`src/hw/rtl/htfd_pkg.sv`:
```
// Shared types, constants and the CRC-8 byte step for the frame decoder.
`default_nettype none
package htfd_pkg;

  localparam int QUEUE_DEPTH = 2;

  // byte position codes
  localparam logic [2:0] POS_FIRST = 3'd1;
  localparam logic [2:0] POS_CRC   = 3'd6;
  localparam logic [2:0] POS_IDLE  = 3'd7;

  localparam logic [7:0] CRC_POLY = 8'h31;
  localparam logic [7:0] CRC_INIT = 8'hFF;

  localparam logic [7:0] STAT_BUSY = 8'h80;
  localparam logic [7:0] STAT_CAL  = 8'h18;

  localparam int RAW_W   = 20;
  localparam int HPROD_W = 30;
  localparam int TPROD_W = 31;
  localparam int TEMP_W  = 32;

  localparam logic [HPROD_W-1:0] HUM_SCALE   = 30'd1000;
  localparam logic [TPROD_W-1:0] TEMP_SCALE  = 31'd2000;
  localparam logic signed [TEMP_W-1:0] TEMP_OFFSET = 32'sd524288000;  // 500 * 2^20
  localparam logic signed [TEMP_W-1:0] FRAC_MASK   = 32'sd1048575;    // 2^20 - 1

  // one decoded frame handed from front to back
  typedef struct packed {
    logic             crc_ok;
    logic             busy;
    logic             calibrated;
    logic [RAW_W-1:0] hum_raw;
    logic [RAW_W-1:0] tmp_raw;
  } job_t;

  function automatic logic [7:0] crc8_step(input logic [7:0] crc, input logic [7:0] b);
    logic [7:0] c;
    c = crc ^ b;
    for (int k = 0; k < 8; k++) begin
      if (c[7]) c = {c[6:0], 1'b0} ^ CRC_POLY;
      else      c = {c[6:0], 1'b0};
    end
    return c;
  endfunction

endpackage
`default_nettype wire

```
`src/hw/rtl/htfd_front.sv`:
```
// Front end: takes reply bytes, tracks position and CRC, emits a job per full frame.
`default_nettype none
module htfd_front (
  input  wire logic        clk,
  input  wire logic        rst_n,
  input  wire logic        accept,
  input  wire logic [7:0]  data_byte,
  input  wire logic        frame_start,
  output logic             push,
  output htfd_pkg::job_t   push_job
);

  logic [2:0]  pos_r, pos_nxt;
  logic [7:0]  crc_r, crc_nxt;
  logic [7:0]  status_r, status_nxt;
  logic [39:0] payload_r, payload_nxt;
  logic        in_data, in_crc;

  assign in_data = (pos_r >= htfd_pkg::POS_FIRST) && (pos_r < htfd_pkg::POS_CRC);
  assign in_crc  = (pos_r == htfd_pkg::POS_CRC);

  always_comb begin
    pos_nxt     = pos_r;
    crc_nxt     = crc_r;
    status_nxt  = status_r;
    payload_nxt = payload_r;
    push        = 1'b0;
    if (accept) begin
      if (frame_start) begin
        status_nxt = data_byte;
        crc_nxt    = htfd_pkg::crc8_step(htfd_pkg::CRC_INIT, data_byte);
        pos_nxt    = htfd_pkg::POS_FIRST;
      end else if (in_data) begin
        payload_nxt = {payload_r[31:0], data_byte};
        crc_nxt     = htfd_pkg::crc8_step(crc_r, data_byte);
        pos_nxt     = pos_r + 3'd1;
      end else if (in_crc) begin
        push    = 1'b1;
        pos_nxt = htfd_pkg::POS_IDLE;
      end
    end
  end

  always_comb begin
    push_job.crc_ok     = (crc_r == data_byte);
    push_job.busy       = |(status_r & htfd_pkg::STAT_BUSY);
    push_job.calibrated = ((status_r & htfd_pkg::STAT_CAL) == htfd_pkg::STAT_CAL);
    push_job.hum_raw    = payload_r[39:20];
    push_job.tmp_raw    = payload_r[19:0];
  end

  always_ff @(posedge clk) begin
    if (!rst_n) begin
      pos_r    <= htfd_pkg::POS_IDLE;
      crc_r    <= htfd_pkg::CRC_INIT;
      status_r <= 8'd0;
    end else begin
      pos_r    <= pos_nxt;
      crc_r    <= crc_nxt;
      status_r <= status_nxt;
    end
  end

  always_ff @(posedge clk) begin
    payload_r <= payload_nxt;
  end

endmodule
`default_nettype wire

```
`src/hw/rtl/htfd_queue.sv`:
```
// Small job queue between front and back ends.
`default_nettype none
module htfd_queue #(
  parameter int DEPTH = htfd_pkg::QUEUE_DEPTH
) (
  input  wire logic           clk,
  input  wire logic           rst_n,
  input  wire logic           push,
  input  wire htfd_pkg::job_t push_job,
  input  wire logic           pop,
  output logic                full,
  output logic                not_empty,
  output htfd_pkg::job_t      head_job
);

  localparam int AW = (DEPTH > 1) ? $clog2(DEPTH) : 1;
  localparam int CW = $clog2(DEPTH + 1);

  htfd_pkg::job_t mem_r [DEPTH];
  logic [AW-1:0] wr_ptr_r, wr_ptr_nxt, rd_ptr_r, rd_ptr_nxt;
  logic [CW-1:0] count_r, count_nxt;
  logic do_push, do_pop;

  function automatic logic [AW-1:0] bump(input logic [AW-1:0] p);
    return (p == AW'(DEPTH - 1)) ? '0 : p + AW'(1);
  endfunction

  assign full      = (count_r == CW'(DEPTH));
  assign not_empty = (count_r != '0);
  assign do_push   = push && !full;
  assign do_pop    = pop && not_empty;
  assign head_job  = mem_r[rd_ptr_r];

  always_comb begin
    wr_ptr_nxt = do_push ? bump(wr_ptr_r) : wr_ptr_r;
    rd_ptr_nxt = do_pop  ? bump(rd_ptr_r) : rd_ptr_r;
    count_nxt  = count_r;
    if (do_push && !do_pop)      count_nxt = count_r + CW'(1);
    else if (do_pop && !do_push) count_nxt = count_r - CW'(1);
  end

  always_ff @(posedge clk) begin
    if (!rst_n) begin
      wr_ptr_r <= '0;
      rd_ptr_r <= '0;
      count_r  <= '0;
    end else begin
      wr_ptr_r <= wr_ptr_nxt;
      rd_ptr_r <= rd_ptr_nxt;
      count_r  <= count_nxt;
    end
  end

  always_ff @(posedge clk) begin
    if (do_push) mem_r[wr_ptr_r] <= push_job;
  end

endmodule
`default_nettype wire

```
`src/hw/rtl/htfd_back.sv`:
```
// Back end: scales raw words to tenths in two stages and holds the result.
`default_nettype none
module htfd_back (
  input  wire logic              clk,
  input  wire logic              rst_n,
  input  wire logic              job_valid,
  input  wire htfd_pkg::job_t    job,
  output logic                   job_ready,
  output logic                   out_valid,
  input  wire logic              out_stall,
  output logic                   out_crc_ok,
  output logic                   out_sensor_busy,
  output logic                   out_sensor_calibrated,
  output logic [9:0]             out_humidity_tenths,
  output logic signed [11:0]     out_temperature_tenths
);

  logic s1_valid_r, s1_ready, s2_ready, out_valid_r;
  logic s1_crc_r, s1_busy_r, s1_cal_r;
  logic [htfd_pkg::HPROD_W-1:0] hprod_r, hprod_nxt;
  logic [htfd_pkg::TPROD_W-1:0] tprod_r, tprod_nxt;
  logic signed [htfd_pkg::TEMP_W-1:0] tnum, tadj;
  logic crc_r, busy_r, cal_r;
  logic [9:0] hum_r;
  logic signed [11:0] temp_r;

  assign s2_ready  = !out_valid_r || !out_stall;
  assign s1_ready  = !s1_valid_r || s2_ready;
  assign job_ready = s1_ready;

  assign hprod_nxt = htfd_pkg::HPROD_W'(job.hum_raw) * htfd_pkg::HUM_SCALE;
  assign tprod_nxt = htfd_pkg::TPROD_W'(job.tmp_raw) * htfd_pkg::TEMP_SCALE;

  // truncate toward zero: bias negatives by 2^20-1 before the shift
  assign tnum = $signed({1'b0, tprod_r}) - htfd_pkg::TEMP_OFFSET;
  assign tadj = tnum + (tnum[htfd_pkg::TEMP_W-1] ? htfd_pkg::FRAC_MASK : '0);

  always_ff @(posedge clk) begin
    if (!rst_n) begin
      s1_valid_r  <= 1'b0;
      out_valid_r <= 1'b0;
    end else begin
      if (s1_ready) s1_valid_r <= job_valid;
      if (s2_ready) out_valid_r <= s1_valid_r;
    end
  end

  always_ff @(posedge clk) begin
    if (s1_ready && job_valid) begin
      s1_crc_r  <= job.crc_ok;
      s1_busy_r <= job.busy;
      s1_cal_r  <= job.calibrated;
      hprod_r   <= hprod_nxt;
      tprod_r   <= tprod_nxt;
    end
    if (s2_ready && s1_valid_r) begin
      crc_r  <= s1_crc_r;
      busy_r <= s1_busy_r;
      cal_r  <= s1_cal_r;
      hum_r  <= hprod_r[29:20];
      temp_r <= tadj[31:20];
    end
  end

  assign out_valid              = out_valid_r;
  assign out_crc_ok             = crc_r;
  assign out_sensor_busy        = busy_r;
  assign out_sensor_calibrated  = cal_r;
  assign out_humidity_tenths    = hum_r;
  assign out_temperature_tenths = temp_r;

endmodule
`default_nettype wire

```
`src/hw/rtl/humidity_temperature_frame_decoder_top.sv`:
```
// Top level of the humidity/temperature reply frame decoder.
//
// Input channel: one reply byte per request (in_data_byte), in_frame_start
// marks the status byte and always restarts the frame. Bytes outside a frame
// are dropped. A byte is taken on any cycle with in_valid high, in_stall low.
// Result channel: one request per completed seven-byte frame carrying the
// CRC check, busy and calibrated bits, humidity and temperature in tenths.
// Throughput: one byte per cycle unless in_stall is high; the CRC byte step
// is combinational. After the CRC byte is taken the job passes the job queue,
// the multiply stage and then the output register.
// A receiver stall holds the output register; frames keep decoding into the
// job queue, and in_stall rises only while that queue is full.
// Reset (synchronous, active low) clears the position to idle, the CRC to
// its initial value, empties the queue and drops any pending result.
`default_nettype none
module humidity_temperature_frame_decoder_top #(
  parameter int QUEUE_DEPTH = htfd_pkg::QUEUE_DEPTH
) (
  input  wire logic          clk,
  input  wire logic          rst_n,
  input  wire logic          in_valid,
  output logic               in_stall,
  input  wire logic [7:0]    in_data_byte,
  input  wire logic          in_frame_start,
  output logic               out_valid,
  input  wire logic          out_stall,
  output logic               out_crc_ok,
  output logic               out_sensor_busy,
  output logic               out_sensor_calibrated,
  output logic [9:0]         out_humidity_tenths,
  output logic signed [11:0] out_temperature_tenths
);

  htfd_pkg::job_t push_job, head_job;
  logic push, full, not_empty, job_ready, accept;

  assign in_stall = full;
  assign accept   = in_valid && !full;

  htfd_front u_front (
    .clk         (clk),
    .rst_n       (rst_n),
    .accept      (accept),
    .data_byte   (in_data_byte),
    .frame_start (in_frame_start),
    .push        (push),
    .push_job    (push_job)
  );

  htfd_queue #(.DEPTH(QUEUE_DEPTH)) u_queue (
    .clk       (clk),
    .rst_n     (rst_n),
    .push      (push),
    .push_job  (push_job),
    .pop       (job_ready),
    .full      (full),
    .not_empty (not_empty),
    .head_job  (head_job)
  );

  htfd_back u_back (
    .clk                    (clk),
    .rst_n                  (rst_n),
    .job_valid              (not_empty),
    .job                    (head_job),
    .job_ready              (job_ready),
    .out_valid              (out_valid),
    .out_stall              (out_stall),
    .out_crc_ok             (out_crc_ok),
    .out_sensor_busy        (out_sensor_busy),
    .out_sensor_calibrated  (out_sensor_calibrated),
    .out_humidity_tenths    (out_humidity_tenths),
    .out_temperature_tenths (out_temperature_tenths)
  );

endmodule
`default_nettype wire

```
`config.mk`:
```
export PLATFORM = sky130hd
export DESIGN_NAME = humidity_temperature_frame_decoder_top
export DESIGN_NICKNAME = d
export VERILOG_FILES = /design/src/hw/rtl/htfd_pkg.sv /design/src/hw/rtl/htfd_front.sv /design/src/hw/rtl/htfd_queue.sv /design/src/hw/rtl/htfd_back.sv /design/src/hw/rtl/humidity_temperature_frame_decoder_top.sv
export SDC_FILE = /design/constraint.sdc
export NUM_CORES = 1
export LEC_CHECK = 0
export ABC_CLOCK_PERIOD_IN_PS = 7200
export BUFFER_PORTS_ARGS = -buffer_cell sky130_fd_sc_hd__buf_2
export CORE_MARGIN = 5
export CORE_UTILIZATION = 59
export DETAILED_ROUTE_END_ITERATION = 8
export PLACE_DENSITY_LB_ADDON = 0.08
export REMOVE_ABC_BUFFERS = 1
export SLEW_MARGIN = 20
export SYNTH_ARGS = -nofsm -noshare
export SYNTH_HDL_FRONTEND = slang
export SYNTH_SLANG_ARGS = --single-unit
export TNS_END_PERCENT = 10
```
`constraint.sdc`:
```
create_clock -name clk -period 7.2 [get_ports clk]
set_input_delay 1.44 -clock clk [delete_from_list [all_inputs] [get_ports clk]]
set_output_delay 1.44 -clock clk [all_outputs]
set_load 0.03 [all_outputs]
```
* Word-level counts from Yosys, hierarchy flattened
Memory sizes are Yosys's and may differ from the RTL's. A register that Yosys moved wholly into a read port is not among the register bits.
Cells that the tools add are included.
** Word-level totals
- Register bits :: 147
- Bits in writable memories :: 86
- Bits of input ports :: 13
- Output and inout port bits :: 27
- Logic and storage cells :: 146
- Memories kept :: 1
** Memory list
- u_queue.mem_r :: words 2, bits a word 43, read ports 1, clocked after memory_dff 1, wr ports 1, RTL line htfd_queue.sv:19 : htfd_pkg::job_t mem_r [DEPTH];
** Operators by class
- Add/subtract/negate cells :: 7
- Multipliers :: 2
- Order comparisons :: 2
- Equal/unequal tests :: 4
- Multiplexer cells :: 69
- Bitwise gates (word level) :: 19
- Reductions and logical operators :: 23
** Operator list (number)
- 2-to-1 mux 8 bit :: 37
- 2-to-1 mux 6 bit :: 16
- multiplier 20 x 7 -> 27 bit (second input constant) :: 2
- NOT 3 bit :: 16
- adder 32 bit :: 1
- subtractor 31 x 29 -> 32 bit (second input constant) :: 1
- 2-to-1 mux 20 bit :: 1
- 2-to-1 mux 1 bit :: 10
- 2-to-1 mux 3 bit :: 3
- == test 8 bit :: 1
- NOT 8 bit :: 1
- XOR 8 bit :: 1
- logical AND 1 bit :: 7
- zero test 1 bit :: 6
- AND reduction 2 bit :: 3
- nonzero test 2 bit :: 3
- == test 2 bit (second input constant) :: 2
- 2-to-1 mux 2 bit :: 2
- adder 3 x 1 -> 3 bit (second input constant) :: 1
- == test 3 bit (second input constant) :: 1
- greater-or-equal comparator 3 x 1 -> 1 bit (second input constant) :: 1
- less-than comparator 3 bit (second input constant) :: 1
- AND reduction 3 bit :: 1
- nonzero test 3 bit :: 1
- 5 further kinds :: 7

* Depth between registers and ports, before layout
Gate-level depths: netlist of the first run.
- Depth in word-level cells :: 40
- Gate-level depth with buffers :: 20
- Gate-level depth less buffers :: 18

* Hierarchy
A second synthesis of the first run with hierarchy kept.
** Unflattened totals
- Cell total of the unflattened synthesis :: 1159
- Area, all modules :: 14754.2 sq um
** By module, submodules not included
- htfd_back :: instances 1, cells each 818, area each 9009.9 sq um, sequential area each 1991.9 sq um
- htfd_queue :: instances 1, cells each 159, area each 3338.2 sq um, sequential area each 2682.6 sq um
- htfd_front :: instances 1, cells each 181, area each 2392.3 sq um, sequential area each 1481.4 sq um
- humidity_temperature_frame_decoder_top :: instances 1, cells each 1, area each 13.8 sq um, sequential area each 0.0 sq um

* Worst setup path before layout of the first run
Ideal clock, no wire load.
- Kind :: register to register
- From :: reg (tool-made name)
- To :: reg u_back.tprod_r[25] in the netlist's numbering (data pin)
- Setup time :: 0.271 ns
- Arrival time :: 5.402 ns
- Required time :: 6.929 ns
- Path slack :: 1.526 ns
- Stages on the path, launching flop included :: 20
- Path buffers :: 2
- Clock period less this slack :: 5.674 ns
- Cell sequence :: dfxtp_1 buf_2 buf_1 mux2i_1 inv_1 fa_1 fa_1 inv_1 fa_1 fa_1 inv_1 ha_1 o21a_1 a21oi_2 o21ai_2 a2111oi_4 nor3_2 o41ai_4 a211o_1 o311ai_2
** RTL lines
- end signal: assignment :: RTL line htfd_back.sv:54 : tprod_r <= tprod_nxt;
- end: declaration :: RTL line htfd_back.sv:21 : logic [htfd_pkg::TPROD_W-1:0] tprod_r, tprod_nxt;

==> results of run 1 <==
## placed cells by master, fill, tap and decap left out, drive strengths merged, types with 21 or more instances in the layout
master  instances
fa            139
xnor2          60
nand2          33
a21oi          38
ha            141
clkbuf         26
nor2           39
inv           206
edfxtp        191
xor2           24
dfxtp          21
mux2i          40
buf            55
o21ai          24
## area by class of cell
class,instances,share of cell area [%]
multi-input cells,694,47.00
flip-flops and latches,212,38.56
well taps,324,2.539
clock buffers,26,3.808
inverters,205,4.819
repair buffers,55,1.975
clock inverters,17,1.301
## through the flow
| stage | util (%) | std cells | setup WS (ps) |
|---|---|---|---|
| after floorplan | - | 1111 | 797.3 |
| after global placement | 62.48 | 1490 | 1306 |
| after detailed placement | 62.48 | 1490 | 1195 |
| after CTS | 65.85 | 1533 | 1178 |
| after global routing | 65.85 | 1533 | 861.4 |
| final | 65.85 | 1533 | 1287 |
## state kept, by name (all words and copies together) (netlist names), 8 cells and up, named ones only
register and cells:
u_back.hprod_r 10, u_queue.mem_r 86, u_back.out_humidity_tenths 10, u_front.payload_r 40, u_back.tprod_r 27, u_back.out_temperature_tenths 12
u_front.crc_r 8
## per-layer routing
| layer | vias to the layer above | part of all wire (%) | global-route usage, % |
|---|---|---|---|
| li1 | 3963 | - | - |
| met1 | 3961 | 46 | 24.92 |
| met2 | 93 | 49 | 29.96 |
| met3 | 26 | 2.9 | 2.252 |
| met4 | 0 | 1.5 | 3.593 |
| met5 | - | 0 | 0 |
## how the worst max path moves through the flow
stage / cells past startpoint / to
floorplan: 17 / u_back.tprod_r[25]
global placement: 16 / u_back.hprod_r[29]
detailed placement: 18 / u_back.hprod_r[29]
CTS: 18 / u_back.hprod_r[29]
global route: 18 / u_back.tprod_r[30]
finish: 18 / u_back.hprod_r[29]
## cell families (layout without fill, tap and decap cells)
| group | Yosys count | count (layout) | synth area share (%) |
|---|---|---|---|
| AOI/OAI and AO/OA | 141 | 141 | 6.934 |
| xor gates and xnor gates | 84 | 84 | 5.194 |
| adders and majority gates | 280 | 280 | 31.46 |
| buffers and inverters | 219 | 303 | 5.705 |
| DFF | 212 | 212 | 42.59 |
| muxes | 48 | 48 | 3.393 |
| and+or+nand+nor | 141 | 141 | 4.727 |
==> results.md, run 1 <==
* Sink count of the clock tree at approximately 210
* Top achievable clock speed at 0.1691 GHz
* Endpoint of the worst hold path: u_back.out_humidity_tenths[8]
* Routed via count divided by cell count at approximately 5.2
* Final cell area excluding filler cells at between 15000 and 20000 µm²
* Register bit total from synthesis at 212
* Clock tree from TritonCTS: done
* Pin count of the biggest net entering global routing at 44
* RSZ-0062 raised after global routing: no
* Required arrival time at the worst endpoint at 7550 ps
* Classification of the worst setup path: reg -> reg
* Period minus WS final at between 5000 and 6000 ps
* Cell types with the largest area share after synthesis: edfxtp_1 (40%), fa_1 (19%), ha_1 (12%)
* Number of remaining DRC errors at 0
* CTS Root Cell: clkbuf_16
* Number of buffers and inverters on the critical path at 4
* Vias after detailed routing at around 8000
* I/O pin total at 40
* Sequential standard cell area at 6157 µm²
* Worst hold-check slack at 418.1 ps
* Number of antenna diodes at 0
* Area of the placeable core at 24250 µm²
* Sequential fraction of the synthesis area at ~43%
* First-pass GRT wire length at 40.69 mm
* Number of synthesized flops with an enable pin at 191
* Headroom to the max-slew limit at 33.11%
* IO Port Bufs at 39
* Top cell type's share of synthesized area at 39.68%
* Number of nets in the layout at 1485
* Final clock skew at 9.441 ps
* Worst r2r dst: u_back.hprod_r[29]
* Clock slew at the register clock pins of the worst setup and hold paths at 60 ps
* Area enclosed by the die boundary at 27730 µm²
* Synthesized area at 14450 µm²
* Skew-Pair Late Insertion Delay at 520 ps
* Fraction of registers with async set/reset at 0%
* Outcome: complete, no violations
* Number of antenna violations at the first check in global routing at 0
* Final-layout setup total negative slack at 0 ps
* Post-CTS Hold Fix Bufs at 0
* Minimum setup slack among reg-to-reg paths at about 1300 ps
* Most frequent cell after synthesis: inv_1
* Worst path top cell family by delay: adder cells
* Synth Area per Inst at between 10 and 15 µm²
* CP Max Fanout at 14
* Site Rows at 57
* Setup violators final at 0
* DP Area at 15150 µm²
* Area of the multi-input gates at around 7500 µm²
* Synthesized instance count at approximately 1100
* Number of optimization iterations in the first detailed-route pass at 4
* Share of the clock period used by the worst path at approximately 80%
* Number of maximum-capacitance violations at 0
* Tightest Hold Check Type: reg -> reg
* Starting Density at 59.61%
* Proportion of layout cells with a drive suffix above 1 at 10.50%
* Setup crit start kind: flip-flop
* Count of endpoints failing hold in the final timing report at 0
* Post-CTS sizing at 0
* Top cells by count, synth: inv_1 (205), edfxtp_1 (191), ha_1 (141)
* Antenna Nets Post-Route at 0
* Global router's overall resource usage at 17.66%
* Endpoint type of the worst setup path: flip-flop
* Detailed placement HPWL at 18.47 mm
* X dimension of the die at approximately 170 µm
* Number of distinct library cell variants in the gate-level netlist after synthesis at 64
* Warnings, synthesis at 0
* Actual slew at the worst max-slew pin at 998.0 ps
* Cell taking the most area after synthesis: edfxtp_1
* Number of cells on the worst reg-to-reg path at 18
* Level count of the clock H-tree at 1
* Routed WL per cell at 15.35 µm
* Vias in the first global route at 8370
* Area Overhead vs Synth at 10.47%
* Number of buffers between clock root and the deepest sink at 3
* Critical path cell sequence: buf_4 > mux2i_1 > inv_1 > ha_1 > inv_1 > fa_1 > fa_1 > fa_1 > inv_1 > ha_1 > a31oi_1 > o21ai_0 > a21oi_1 > o41ai_2 > o31ai_2 > o211ai_2 > a2111o_1 > o211ai_1
* Critical-path top delay cell: mux2i_1
* Final slew viol count at 0
* Count of fill cells added during filler insertion at 1823
* Routed Wire Length at roughly 24 mm
* Grt ovf at 0
* Worst hold path stage count at 0
* Chip height at 166.5 µm
* Top FF cell, synth: edfxtp_1
* Final weighted congestion in routability-driven placement at 0.8125
* Largest stage delay on the critical path at 780 ps
* CTS buffer count at 24
* Worst EP arrival at approximately 6300 ps
* Number of DRC violations after detailed-routing iteration 0 at 258
* Min-delay src: u_back.hprod_r[28]
* Post-CTS setup repair buffer count at 0
Power of run 1 is left out: the tool's default activity adds up to more than one toggle a clock period on the data nets, which glitch-free logic cannot reach.
==> inputs of run 2 (changes only) <==
- ABC_CLOCK_PERIOD_IN_PS: 7200 -> 5530
- clock period: 7.2 -> 5.53 ns (I/O delays scaled with it)
==> run 2 against run 1 <==
  * Critical path depth rose by 2
  * Utilization rose by 1.4 points
  * Via count rose by 2.4%
  * Wire length rose by 2.3%
  * Critical path type unchanged
  * Critical endpoint unchanged
==> results.md, run 2 (synthesis gave the netlist of run 1 again) <==
* Area Overhead vs Synth at 12.84%
* Outcome: complete, no violations
* Chip height at approximately 170 µm
* Site Rows at 57
* Number of antenna diodes at 0
* Area enclosed by the die boundary at 27730 µm²
* RSZ-0062 raised after global routing: yes
* Clock tree from TritonCTS: done
* Most flop-heavy register: u_queue.mem_r
* Routed WL per cell at 15.31 µm
* Routed via count divided by cell count at 5.239
* Number of remaining DRC errors at 0
* Worst EP arrival at 5710 ps
* Vias after detailed routing at ~8200
* Pin count of the biggest net entering global routing at 44
* Endpoint type of the worst setup path: flip-flop
* Required arrival time at the worst endpoint at 5890 ps
* Setup violators final at 0
* Commonest non-fill, non-tap cells in the layout: inv_1 (205), edfxtp_1 (191), ha_1 (141)
* Util after Layout at between 60% and 70%
* Post-CTS Hold Fix Bufs at 0
* Final weighted congestion in routability-driven placement at ~0.82
* Share of the clock period used by the worst path at 96.82%
* DP Area at 15440 µm²
* I/O pin total at 40
* Commonest non-fill, non-tap cell in the layout: inv_1
* First-pass GRT wire length at 41.60 mm
* Largest registers in the final layout: u_queue.mem_r x86, u_front.payload_r x40, u_back.tprod_r x27
* Starting Density at 59.61%
* Antenna Nets Post-Route at 0
* X dimension of the die at 166.5 µm
* Number of optimization iterations in the first detailed-route pass at 4
* Number of buffers between clock root and the deepest sink at 3
* Number of DRC violations after detailed-routing iteration 0 at 415
* Tightest Hold Check Type: reg -> reg
* CP Max Fanout at 14
* Number of nets in the layout at 1524
* Classification of the worst setup path: reg -> reg
* Clock slew at the register clock pins of the worst setup and hold paths at 60 ps
* Grt ovf at 0
* Headroom to the max-slew limit at 26.98%
* Number of maximum-capacitance violations at 0
* IO Port Bufs at 39
* Routed Wire Length at ~24 mm
* Actual slew at the worst max-slew pin at 1095 ps
* Detailed placement HPWL at roughly 19 mm
* Min-delay src: u_back.hprod_r[27]
* Area of the placeable core at 24250 µm²
* Final slew viol count at 0
* CTS buffer count at 23
* Number of placed instances, taps included at between 1500 and 2000
* Vias in the first global route at 8409
* CTS Root Cell: clkbuf_16
* Count of endpoints failing hold in the final timing report at 0
* Top achievable clock speed at 0.1868 GHz
* Number of flip-flops under the largest register name at 86
* Final-layout setup total negative slack at 0 ps
* Sink count of the clock tree at 212
* Global router's overall resource usage at about 18%
* Final clock skew at 11.01 ps
* Post-route insts no fill at ~1600
* Level count of the clock H-tree at 1
* Proportion of layout cells with a drive suffix above 1 at 13.70%
* Number of antenna violations at the first check in global routing at 0
* Setup crit start kind: flip-flop
* Period minus WS final at 5354 ps
* Final cell area excluding filler cells at 16310 µm²
* Skew-Pair Late Insertion Delay at 520 ps
run 2: cell count changes in the layout (fill, tap and decap cells not counted), moves of 2 or more:
| cell | change |
|---|---|
| buf_4 | +35 |
| buf_6 | +2 |
| clkbuf_1 | +4 |
| clkbuf_8 | +3 |
| clkinv_1 | -2 |
| mux2i_1 | -5 |
| mux2i_2 | +4 |
run 2: cell type report:
cell class                 count  area, µm²
fill                        1802       7939
inverter                     205      769.5
tap                          324      405.4
clock inverter                10      141.4
clock buffer                  32      639.4
timing repair buffer          95      653.1
multi-input combinational    694       7541
sequential                   212       6160
run 2: what timing repair did:
item | in CTS | in global routing
gates resized for setup | 0 | 13
setup endpoints to repair | 4 | 13
pin swaps | 1 | 7
setup buffers | 0 | 6
run 2: metrics by stage:
stage / hold WS (ps) / setup slack [ps]
floorplan: 400.3 / -872.7
finish: 416.9 / 176.0
global placement: 401.0 / 105.0
detailed placement: 406.1 / -88.51
global route: 423.2 / -66.62
CTS: 418.9 / 45.91
run 2: metal layers:
| layer | track usage (%) | share of wire [%] | routed length, µm | vias up |
|---|---|---|---|---|
| met1 | 25.64 | 45 | 10910 | 4052 |
| li1 | - | - | - | 4044 |
| met2 | 30.34 | 50 | 11990 | 103 |
| met4 | 3.984 | 1.8 | 427 | 0 |
| met5 | 0 | 0 | 0 | - |
| met3 | 1.944 | 3.1 | 741 | 36 |
run 2: worst max-delay path, stage by stage (launching register included):
cell	delay [ps]
dfxtp_4	400
buf_4	180
buf_12	170
mux2i_2	260
buf_6	170
fa_1	440
fa_1	510
inv_1	50
fa_1	520
fa_1	430
ha_1	360
a31oi_1	220
o31ai_1	90
a21oi_1	170
o41ai_2	100
buf_4	150
o31ai_2	190
buf_4	180
o211ai_2	120
a2111o_1	380
o211ai_1	90
run 2: worst paths after layout:
path	slack (ps)	cells past startpoint	end
setup / recovery	180	20	u_back.hprod_r[29]
hold / removal	420	0	u_back.out_humidity_tenths[7]
setup reg to reg	180	20	u_back.hprod_r[29]
hold reg to reg	420	0	u_back.out_humidity_tenths[7]
Power of run 2 is left out for the same reason.
